<file path="config.mk">
export PLATFORM = sky130hd
export DESIGN_NAME = regret_matching_engine
export DESIGN_NICKNAME = d
export VERILOG_FILES = /design/src/hw/rtl/rme_pkg.sv /design/src/hw/rtl/rme_divider.sv /design/src/hw/rtl/regret_matching_engine.sv
export SDC_FILE = /design/constraint.sdc
export NUM_CORES = 2
export LEC_CHECK = 0
export ABC_AREA = 1
export BUFFER_PORTS_ARGS = -buffer_cell sky130_fd_sc_hd__clkbuf_2
export CORE_MARGIN = 1
export CORE_UTILIZATION = 63
export DETAILED_ROUTE_END_ITERATION = 16
export PLACE_DENSITY = 0.87
export SETUP_SLACK_MARGIN = 0.2
export SYNTH_ARGS = -nofsm -noshare
export SYNTH_HDL_FRONTEND = slang
export SYNTH_SLANG_ARGS = --single-unit
</file>
<file path="constraint.sdc">
create_clock -name clock -period 13.04 [get_ports clock]
set_input_delay 0.652 -clock clock [delete_from_list [all_inputs] [get_ports clock]]
set_output_delay 0.652 -clock clock [all_outputs]
set_load 0.02 [all_outputs]
</file>
<file path="src/hw/rtl/rme_pkg.sv">
// shared types and constants for the regret matching engine
`timescale 1ns / 1ps
package rme_pkg;
   localparam int MaxActions = 6;
   localparam int IdxW = 3;
   localparam int SumW = 32;
   localparam int ProbW = 17;
   localparam logic [ProbW-1:0] OneQ16 = 17'h10000;
   localparam logic [SumW-1:0] SumMax = 32'hFFFF_FFFF;

   typedef enum logic [1:0] {
      FUNC_REGRET = 2'd0,
      FUNC_AVERAGE = 2'd1,
      FUNC_READ_CUR = 2'd2,
      FUNC_READ_AVG = 2'd3
   } func_type;

   typedef enum logic [3:0] {
      ST_IDLE,
      ST_REGRET,
      ST_TOTAL,
      ST_DIV_START,
      ST_DIV_WAIT,
      ST_APPLY,
      ST_EMIT,
      ST_STRAT
   } state_type;

   function automatic logic [ProbW-1:0] clamp_q16(input logic [ProbW-1:0] v);
      return (v > OneQ16) ? OneQ16 : v;
   endfunction
endpackage

</file>
<file path="src/hw/rtl/rme_divider.sv">
// restoring divider, one quotient bit per cycle
`timescale 1ns / 1ps
module rme_divider
   import rme_pkg::*;
(
   input  logic                clock,
   input  logic                reset,
   input  logic                start,
   input  logic [SumW-1:0]     numer,
   input  logic [SumW+2:0]     denom,
   output logic                done,
   output logic [ProbW-1:0]    quot
);
   // numerator is numer * 65536; quotient never exceeds 65536 (17 bits)
   localparam int NumW = SumW + 16;
   logic [NumW-1:0] num_ff, num_in;
   logic [SumW+3:0] rem_ff, rem_in;
   logic [ProbW-1:0] q_ff, q_in;
   logic [5:0] cnt_ff, cnt_in;
   logic busy_ff, busy_in;
   logic [SumW+3:0] trial;

   always_comb begin
      num_in = num_ff;
      rem_in = rem_ff;
      q_in = q_ff;
      cnt_in = cnt_ff;
      busy_in = busy_ff;
      trial = '0;
      if (start) begin
         num_in = {numer, 16'h0};
         rem_in = '0;
         q_in = '0;
         cnt_in = 6'(NumW);
         busy_in = 1'b1;
      end else if (busy_ff) begin
         trial = {rem_ff[SumW+2:0], num_ff[NumW-1]};
         num_in = {num_ff[NumW-2:0], 1'b0};
         if (trial >= {1'b0, denom}) begin
            rem_in = trial - {1'b0, denom};
            q_in = {q_ff[ProbW-2:0], 1'b1};
         end else begin
            rem_in = trial;
            q_in = {q_ff[ProbW-2:0], 1'b0};
         end
         cnt_in = cnt_ff - 6'd1;
         if (cnt_ff == 6'd1) busy_in = 1'b0;
      end
   end

   always_ff @(posedge clock) begin
      num_ff <= num_in;
      rem_ff <= rem_in;
      q_ff <= q_in;
      cnt_ff <= cnt_in;
      if (reset) busy_ff <= 1'b0;
      else busy_ff <= busy_in;
   end

   assign done = busy_ff && (cnt_ff == 6'd1);
   assign quot = q_in;
endmodule

</file>
<file path="src/hw/rtl/regret_matching_engine.sv">
// top level of the regret matching engine: sequencer, sums and output register
`timescale 1ns / 1ps
// Regret matching engine for one information set of up to six actions.
// req channel: one command per transfer; tuser carries func, tdata the six
// deltas and the three Q1.16 factors. rsp channel: for read commands, one
// transfer per action in use with its Q1.16 probability, tlast on the final
// action. csr port: csr_wen writes num_actions; the user must do so only
// while the block is idle, as the block itself does not enforce it.
// Regret update: one action per cycle through the shared multiplier, then
// back to idle. Average and read commands: a total pass over the actions,
// then per action a start step, the bit-serial divider, an apply step and
// an emit or write step; with a zero total the divider is skipped.
// req_tready is high only when the sequencer is idle. A stalled rsp side
// holds the current result in the output register and the sequencer waits.
// Reset clears both sum arrays, sets num_actions to six and empties the
// output register.
module regret_matching_engine
   import rme_pkg::*;
(
   input  logic         clock,
   input  logic         reset,
   input  logic         req_tvalid,
   output logic         req_tready,
   // func[1:0]
   input  logic [1:0]   req_tuser,
   // delta_0..delta_5 [32 each], regret_discount, strategy_discount,
   // reach [17 each], zero pad to 248 bits
   input  logic [247:0] req_tdata,
   output logic         rsp_tvalid,
   input  logic         rsp_tready,
   // action_index[2:0], probability[19:3], zero pad to 24 bits
   output logic [23:0]  rsp_tdata,
   output logic         rsp_tlast,
   input  logic         csr_wen,
   input  logic [2:0]   csr_wdata
);
   state_type state_ff, state_in;
   logic [2:0] nact_ff;
   logic [SumW-1:0] regret_ff [MaxActions];
   logic [SumW-1:0] strat_ff [MaxActions];
   logic [1:0] func_ff;
   logic [SumW-1:0] delta_ff [MaxActions];
   logic [ProbW-1:0] rdisc_ff, sdisc_ff, reach_ff;
   logic [IdxW-1:0] idx_ff;
   logic [SumW+2:0] total_ff;
   logic [ProbW-1:0] prob_ff;
   logic out_v_ff;
   logic [IdxW-1:0] out_idx_ff;
   logic [ProbW-1:0] out_p_ff;
   logic out_last_ff;
   // scaled strategy sum, captured while the division result is applied
   logic [SumW-1:0] scaled_ff;

   logic [IdxW-1:0] n;
   logic last_idx;
   logic use_regret;
   logic [SumW-1:0] sel_sum;
   logic div_start, div_done;
   logic [ProbW-1:0] div_q;
   logic [SumW-1:0] mul_a;
   logic [ProbW-1:0] mul_b;
   logic [SumW+ProbW-1:0] prod;
   logic signed [SumW+2:0] rsum;
   logic [SumW+1:0] ssum;

   always_comb begin
      n = (nact_ff == 3'd0) ? 3'd1 :
          (nact_ff > 3'(MaxActions)) ? 3'(MaxActions) : nact_ff;
   end
   assign last_idx = (idx_ff == n - 3'd1);
   assign use_regret = (func_ff != FUNC_READ_AVG);
   assign sel_sum = use_regret ? regret_ff[idx_ff] : strat_ff[idx_ff];

   // shared multiplier
   always_comb begin
      mul_a = (state_ff == ST_REGRET) ? regret_ff[idx_ff] : strat_ff[idx_ff];
      mul_b = (state_ff == ST_REGRET) ? rdisc_ff : sdisc_ff;
      if (state_ff == ST_STRAT) begin
         mul_a = {15'h0, prob_ff};
         mul_b = reach_ff;
      end
      prod = mul_a * mul_b;
   end

   assign rsum = $signed({3'b000, prod[SumW+15:16]})
               + $signed({{3{delta_ff[idx_ff][SumW-1]}}, delta_ff[idx_ff]});
   // reach times probability can reach exactly one, so keep 17 bits of it
   assign ssum = {2'b00, scaled_ff} + {17'h0, prod[SumW:16]};

   assign div_start = (state_ff == ST_DIV_START) && (total_ff != '0);

   rme_divider u_div (
      .clock(clock), .reset(reset), .start(div_start),
      .numer(sel_sum), .denom(total_ff), .done(div_done), .quot(div_q)
   );

   // next state
   always_comb begin
      state_in = state_ff;
      unique case (state_ff)
         ST_IDLE: if (req_tvalid)
            state_in = (func_type'(req_tuser) == FUNC_REGRET) ? ST_REGRET : ST_TOTAL;
         ST_REGRET: if (last_idx) state_in = ST_IDLE;
         ST_TOTAL: if (last_idx) state_in = ST_DIV_START;
         ST_DIV_START: state_in = (total_ff == '0) ? ST_APPLY : ST_DIV_WAIT;
         ST_DIV_WAIT: if (div_done) state_in = ST_APPLY;
         ST_APPLY: state_in = (func_ff == FUNC_AVERAGE) ? ST_STRAT : ST_EMIT;
         ST_EMIT: if (!out_v_ff || rsp_tready)
            state_in = last_idx ? ST_IDLE : ST_DIV_START;
         ST_STRAT: state_in = last_idx ? ST_IDLE : ST_DIV_START;
         default: state_in = ST_IDLE;
      endcase
   end

   // uniform fallback: floor(65536 / n) via small table
   function automatic logic [ProbW-1:0] uniform_q(input logic [IdxW-1:0] k);
      unique case (k)
         3'd1: return 17'd65536;
         3'd2: return 17'd32768;
         3'd3: return 17'd21845;
         3'd4: return 17'd16384;
         3'd5: return 17'd13107;
         3'd6: return 17'd10922;
         3'd7: return 17'd9362;
         default: return 17'd65536;
      endcase
   endfunction

   // the average update needs all probabilities from the old regret sums, but
   // regret sums are not touched by it, so in-place strategy writes are safe
   always_ff @(posedge clock) begin
      if (reset) begin
         state_ff <= ST_IDLE;
         nact_ff <= 3'd6;
         out_v_ff <= 1'b0;
         for (int i = 0; i < MaxActions; i++) begin
            regret_ff[i] <= '0;
            strat_ff[i] <= '0;
         end
      end else begin
         state_ff <= state_in;
         if (csr_wen) nact_ff <= csr_wdata;
         if (state_ff == ST_EMIT && (!out_v_ff || rsp_tready)) out_v_ff <= 1'b1;
         else if (rsp_tready) out_v_ff <= 1'b0;
         unique case (state_ff)
            ST_IDLE: begin
               idx_ff <= '0;
               total_ff <= '0;
               if (req_tvalid) begin
                  func_ff <= req_tuser;
                  for (int i = 0; i < MaxActions; i++)
                     delta_ff[i] <= req_tdata[32*i +: 32];
                  rdisc_ff <= clamp_q16(req_tdata[192 +: 17]);
                  sdisc_ff <= clamp_q16(req_tdata[209 +: 17]);
                  reach_ff <= clamp_q16(req_tdata[226 +: 17]);
               end
            end
            ST_REGRET: begin
               if (rsum < 0) regret_ff[idx_ff] <= '0;
               else if (rsum > $signed({3'b000, SumMax})) regret_ff[idx_ff] <= SumMax;
               else regret_ff[idx_ff] <= rsum[SumW-1:0];
               idx_ff <= idx_ff + 3'd1;
            end
            ST_TOTAL: begin
               total_ff <= total_ff + {3'b000, sel_sum};
               idx_ff <= last_idx ? '0 : idx_ff + 3'd1;
            end
            ST_APPLY: begin
               prob_ff <= (total_ff == '0) ? uniform_q(n) : div_q;
            end
            ST_DIV_WAIT: ;
            ST_DIV_START: ;
            ST_EMIT: if (!out_v_ff || rsp_tready) begin
               out_idx_ff <= idx_ff;
               out_p_ff <= prob_ff;
               out_last_ff <= last_idx;
               idx_ff <= idx_ff + 3'd1;
            end
            ST_STRAT: begin
               // scaled sum plus reach times the new probability, saturated
               if (ssum > {2'b00, SumMax}) strat_ff[idx_ff] <= SumMax;
               else strat_ff[idx_ff] <= ssum[SumW-1:0];
               idx_ff <= idx_ff + 3'd1;
            end
            default: ;
         endcase
      end
   end

   always_ff @(posedge clock) begin
      if (state_ff == ST_APPLY) scaled_ff <= prod[SumW+15:16];
   end

   assign req_tready = (state_ff == ST_IDLE);
   assign rsp_tvalid = out_v_ff;
   assign rsp_tdata = {4'h0, out_p_ff, out_idx_ff};
   assign rsp_tlast = out_last_ff;
endmodule

</file>
==> impl_metrics.json <==
{
  "outcome": "finished, final reports clean",
  "critPathMostFrequentCell": "nand2_1",
  "hold_viol_final": 0,
  "ioPinCount": 285,
  "synth_top_area_share_pct": 41.8,
  "synth_commonest_cells": "nand2_1, inv_1, nor2_1",
  "drt_iter0_markers": 6863,
  "synth_top_family_by_area": "adder cells",
  "io_buffers": 275,
  "drc": 0,
  "synth_most_common_cell": "nand2_1",
  "holdPathEnd": "delta_ff[3][3]",
  "clock-sinks": 966,
  "busiest_layer": "met2",
  "hold_buffers": 0,
  "period_minus_slack_ns": 12.06,
  "critPathMaxStageDelay_ns": 0.63,
  "async_flop_share_pct": 0,
  "yosys_most_used_dff": "edfxtp_1",
  "min_from": "req_tdata[99]",
  "hold_path.class": "in2reg",
  "drv_cap": 0,
  "finClkSkew_ns": 0.0476,
  "grt_pass1_vias": 51500,
  "ff2ff_setup_slack_ns": 0.98,
  "ys_seq_area_share_pct": 43.9,
  "viasPerCell": 6.00,
  "setup_violations": 0,
  "drt-wirelength-per-cell_um": 20.9,
  "syn_inst": 7138,
  "rsz0062_at_grt": "no",
  "cts.path.max_buffers": 3,
  "syn_avg_cell_area_um2": 9.03,
  "cp.arrival_ns": 12.61,
  "endpoint_kind": "register",
  "syn_to_final_growth_pct": 9.38,
  "gr-usage-met2_pct": 57.1,
  "numCtsBuffers": 97,
  "clk_latency_ns": 0.72,
  "yosysUniqueCellTypes": 61,
  "critPathKind": "reg2reg",
  "grt_max_degree": 153,
  "hold_depth": 1,
  "drt_first_pass_iters": 9,
  "start_kind": "register",
  "layout.cells.non_filler": 8735,
  "synth_seq_cells": 966,
  "maxSlewViolCount": 0,
  "use_met1_pct": 43.9,
  "synth_xor_area_share_pct": 1.63,
  "slew_headroom_pct": 16.0,
  "die_h_um": 322,
  "coreArea_mm2": 0.101,
  "max_freq_ghz": 0.0829,
  "ys_top_cells_by_area": "edfxtp_1, fa_1, nand2_1",
  "reg2regPathDepth": 44,
  "path_max_fanout": 100,
  "yosys_warnings": 0,
  "rr_endpoint": "strat_ff[3][24]",
  "synth_top_cell_by_area": "edfxtp_1",
  "clk_pin_slew_worst_paths_ns": 0.06,
  "nets": 8243,
  "hpwl_um": 129000,
  "finalCritPeriodShare_pct": 92.5,
  "dieArea_mm2": 0.104,
  "core.rowCount": 116,
  "tightest_slew_ns": 1.26,
  "worstPathRequired_ns": 13.59,
  "synth-edff-count": 897,
  "cts_max_level": 3,
  "ant_nets": 0,
  "gp_congestion": 0.983,
  "grt_use_met3_pct": 8.41,
  "synth_mux_area_share_pct": 0,
  "synth-compound-area-share_pct": 9.91,
  "drive_above_1_share_pct": 8.43,
  "cts_root_buffer": "clkbuf_16",
  "grt_usage_pct": 35.3,
  "synthAdderAreaFrac_pct": 18.6,
  "start_util_pct": 64.0,
  "placed_cells": 8553,
  "via_count": 52400,
  "syn_area_mm2": 0.0645,
  "yosys.area_share.simple_pct": 17.1,
  "worst_path_max_delay_cell": "nand2_1",
  "grt_pass1_wl_um": 279000,
  "wl_um": 183000,
  "setup_tns_ns": 0,
  "die_w_um": 322,
  "cts_tree": "yes",
  "antenna_found_initial": 3,
  "grt-ovfl-total": 0
}
-- worst max-delay path: cells and delay by family, from the launching register on --
kind                     cells  cell delay (ns)
adder cells (fa/ha/maj)      8             3.76
AO/OA/AOI/OAI                3             0.60
buffers and inverters       11             2.07
XOR/XNOR                     1             0.48
flip-flops                   1             0.37
AND/OR/NAND/NOR             21             4.52
-- state kept, by name, summed over array words and instances (netlist names), 6 cells and up, named ones only --
register,cells
reach_ff,17
u_div.rem_ff,35
u_div.cnt_ff,6
sdisc_ff,17
scaled_ff,32
regret_ff,256
u_div.q_ff,17
out_p_ff,17
strat_ff,256
total_ff,35
delta_ff,192
u_div.num_ff,32
rdisc_ff,17
prob_ff,17
-- repair_timing --
action / 4_1_cts / 5_1_grt
endpoints found under the hold margin: 0 / 0
setup endpoints to repair: 0 / 105
gates resized for setup: 0 / 4
setup buffers: 0 / 0
-- metrics by stage --
stage               utilization, %  setup slack (ns)  instance area [um2]  hold WS, ns
floorplan                        -              3.30                64500        0.424
finish                        70.0             0.977                70500        0.101
detailed placement            66.7              1.01                67200        0.435
CTS                           70.0             0.900                70500       0.0713
global placement              66.7              1.22                67200        0.438
global route                  70.0             0.234                70500       0.0787
-- metal layers --
metal	share of wire, %	vias up
li1	-	23400
met1	35	24700
met2	46	3606
met3	12	704
met4	6.0	6
met5	0.086	-
-- cell type report --
type                    instances  area [um2]
multi-input cells            4692       30600
fillers                      7244       30200
flip-flops and latches        966       28300
inverters                    1165        4390
clock buffers                 118        2580
repair buffers                373        2160
well taps                    1357        1700
clock inverters                61         738
repair inverters                1        7.51
diodes                          2        5.00
-- cells in the final DEF (no fill, tap or decap), types with 29 or more instances in the layout --
cell type | netlist | layout
fa_1 | 450 | 450
xor2_1 | 61 | 61
buf_4 | 6 | 94
clkbuf_2 | 0 | 275
a21oi_1 | 272 | 272
o21ai_0 | 458 | 458
nor2_1 | 939 | 925
nand2_1 | 1562 | 1555
clkbuf_16 | 0 | 100
nand4_1 | 44 | 44
ha_1 | 239 | 239
xnor2_1 | 59 | 58
nor3_1 | 30 | 29
a32o_1 | 33 | 33
edfxtp_1 | 897 | 897
nand3_1 | 100 | 100
inv_1 | 1150 | 1147
a31oi_1 | 37 | 37
o22ai_1 | 166 | 166
dfxtp_1 | 69 | 66
-- how the worst max path moves through the flow --
stage	from	to	slack (ns)	depth (start not counted)
CTS	state_ff[2]	strat_ff[1][14]	0.90	44
global route	state_ff[2]	strat_ff[3][18]	0.23	46
global placement	state_ff[2]	strat_ff[3][14]	1.22	44
finish	register	strat_ff[3][24]	0.98	44
detailed placement	state_ff[2]	strat_ff[1][14]	1.01	44
floorplan	register	strat_ff[5][14]	3.30	46
-- cells by family after synthesis --
| kind of cell | after synthesis |
|---|---|
| and+or+nand+nor | 2769 |
| other | 1 |
| DFF | 966 |
| AOI/OAI and AO/OA | 1110 |
| xor gates and xnor gates | 120 |
| adders and majority gates | 689 |
| buffers and inverters | 1483 |
Power is left out: the tool's default activity adds up to more than one toggle a clock period on the data nets, which glitch-free logic cannot reach.
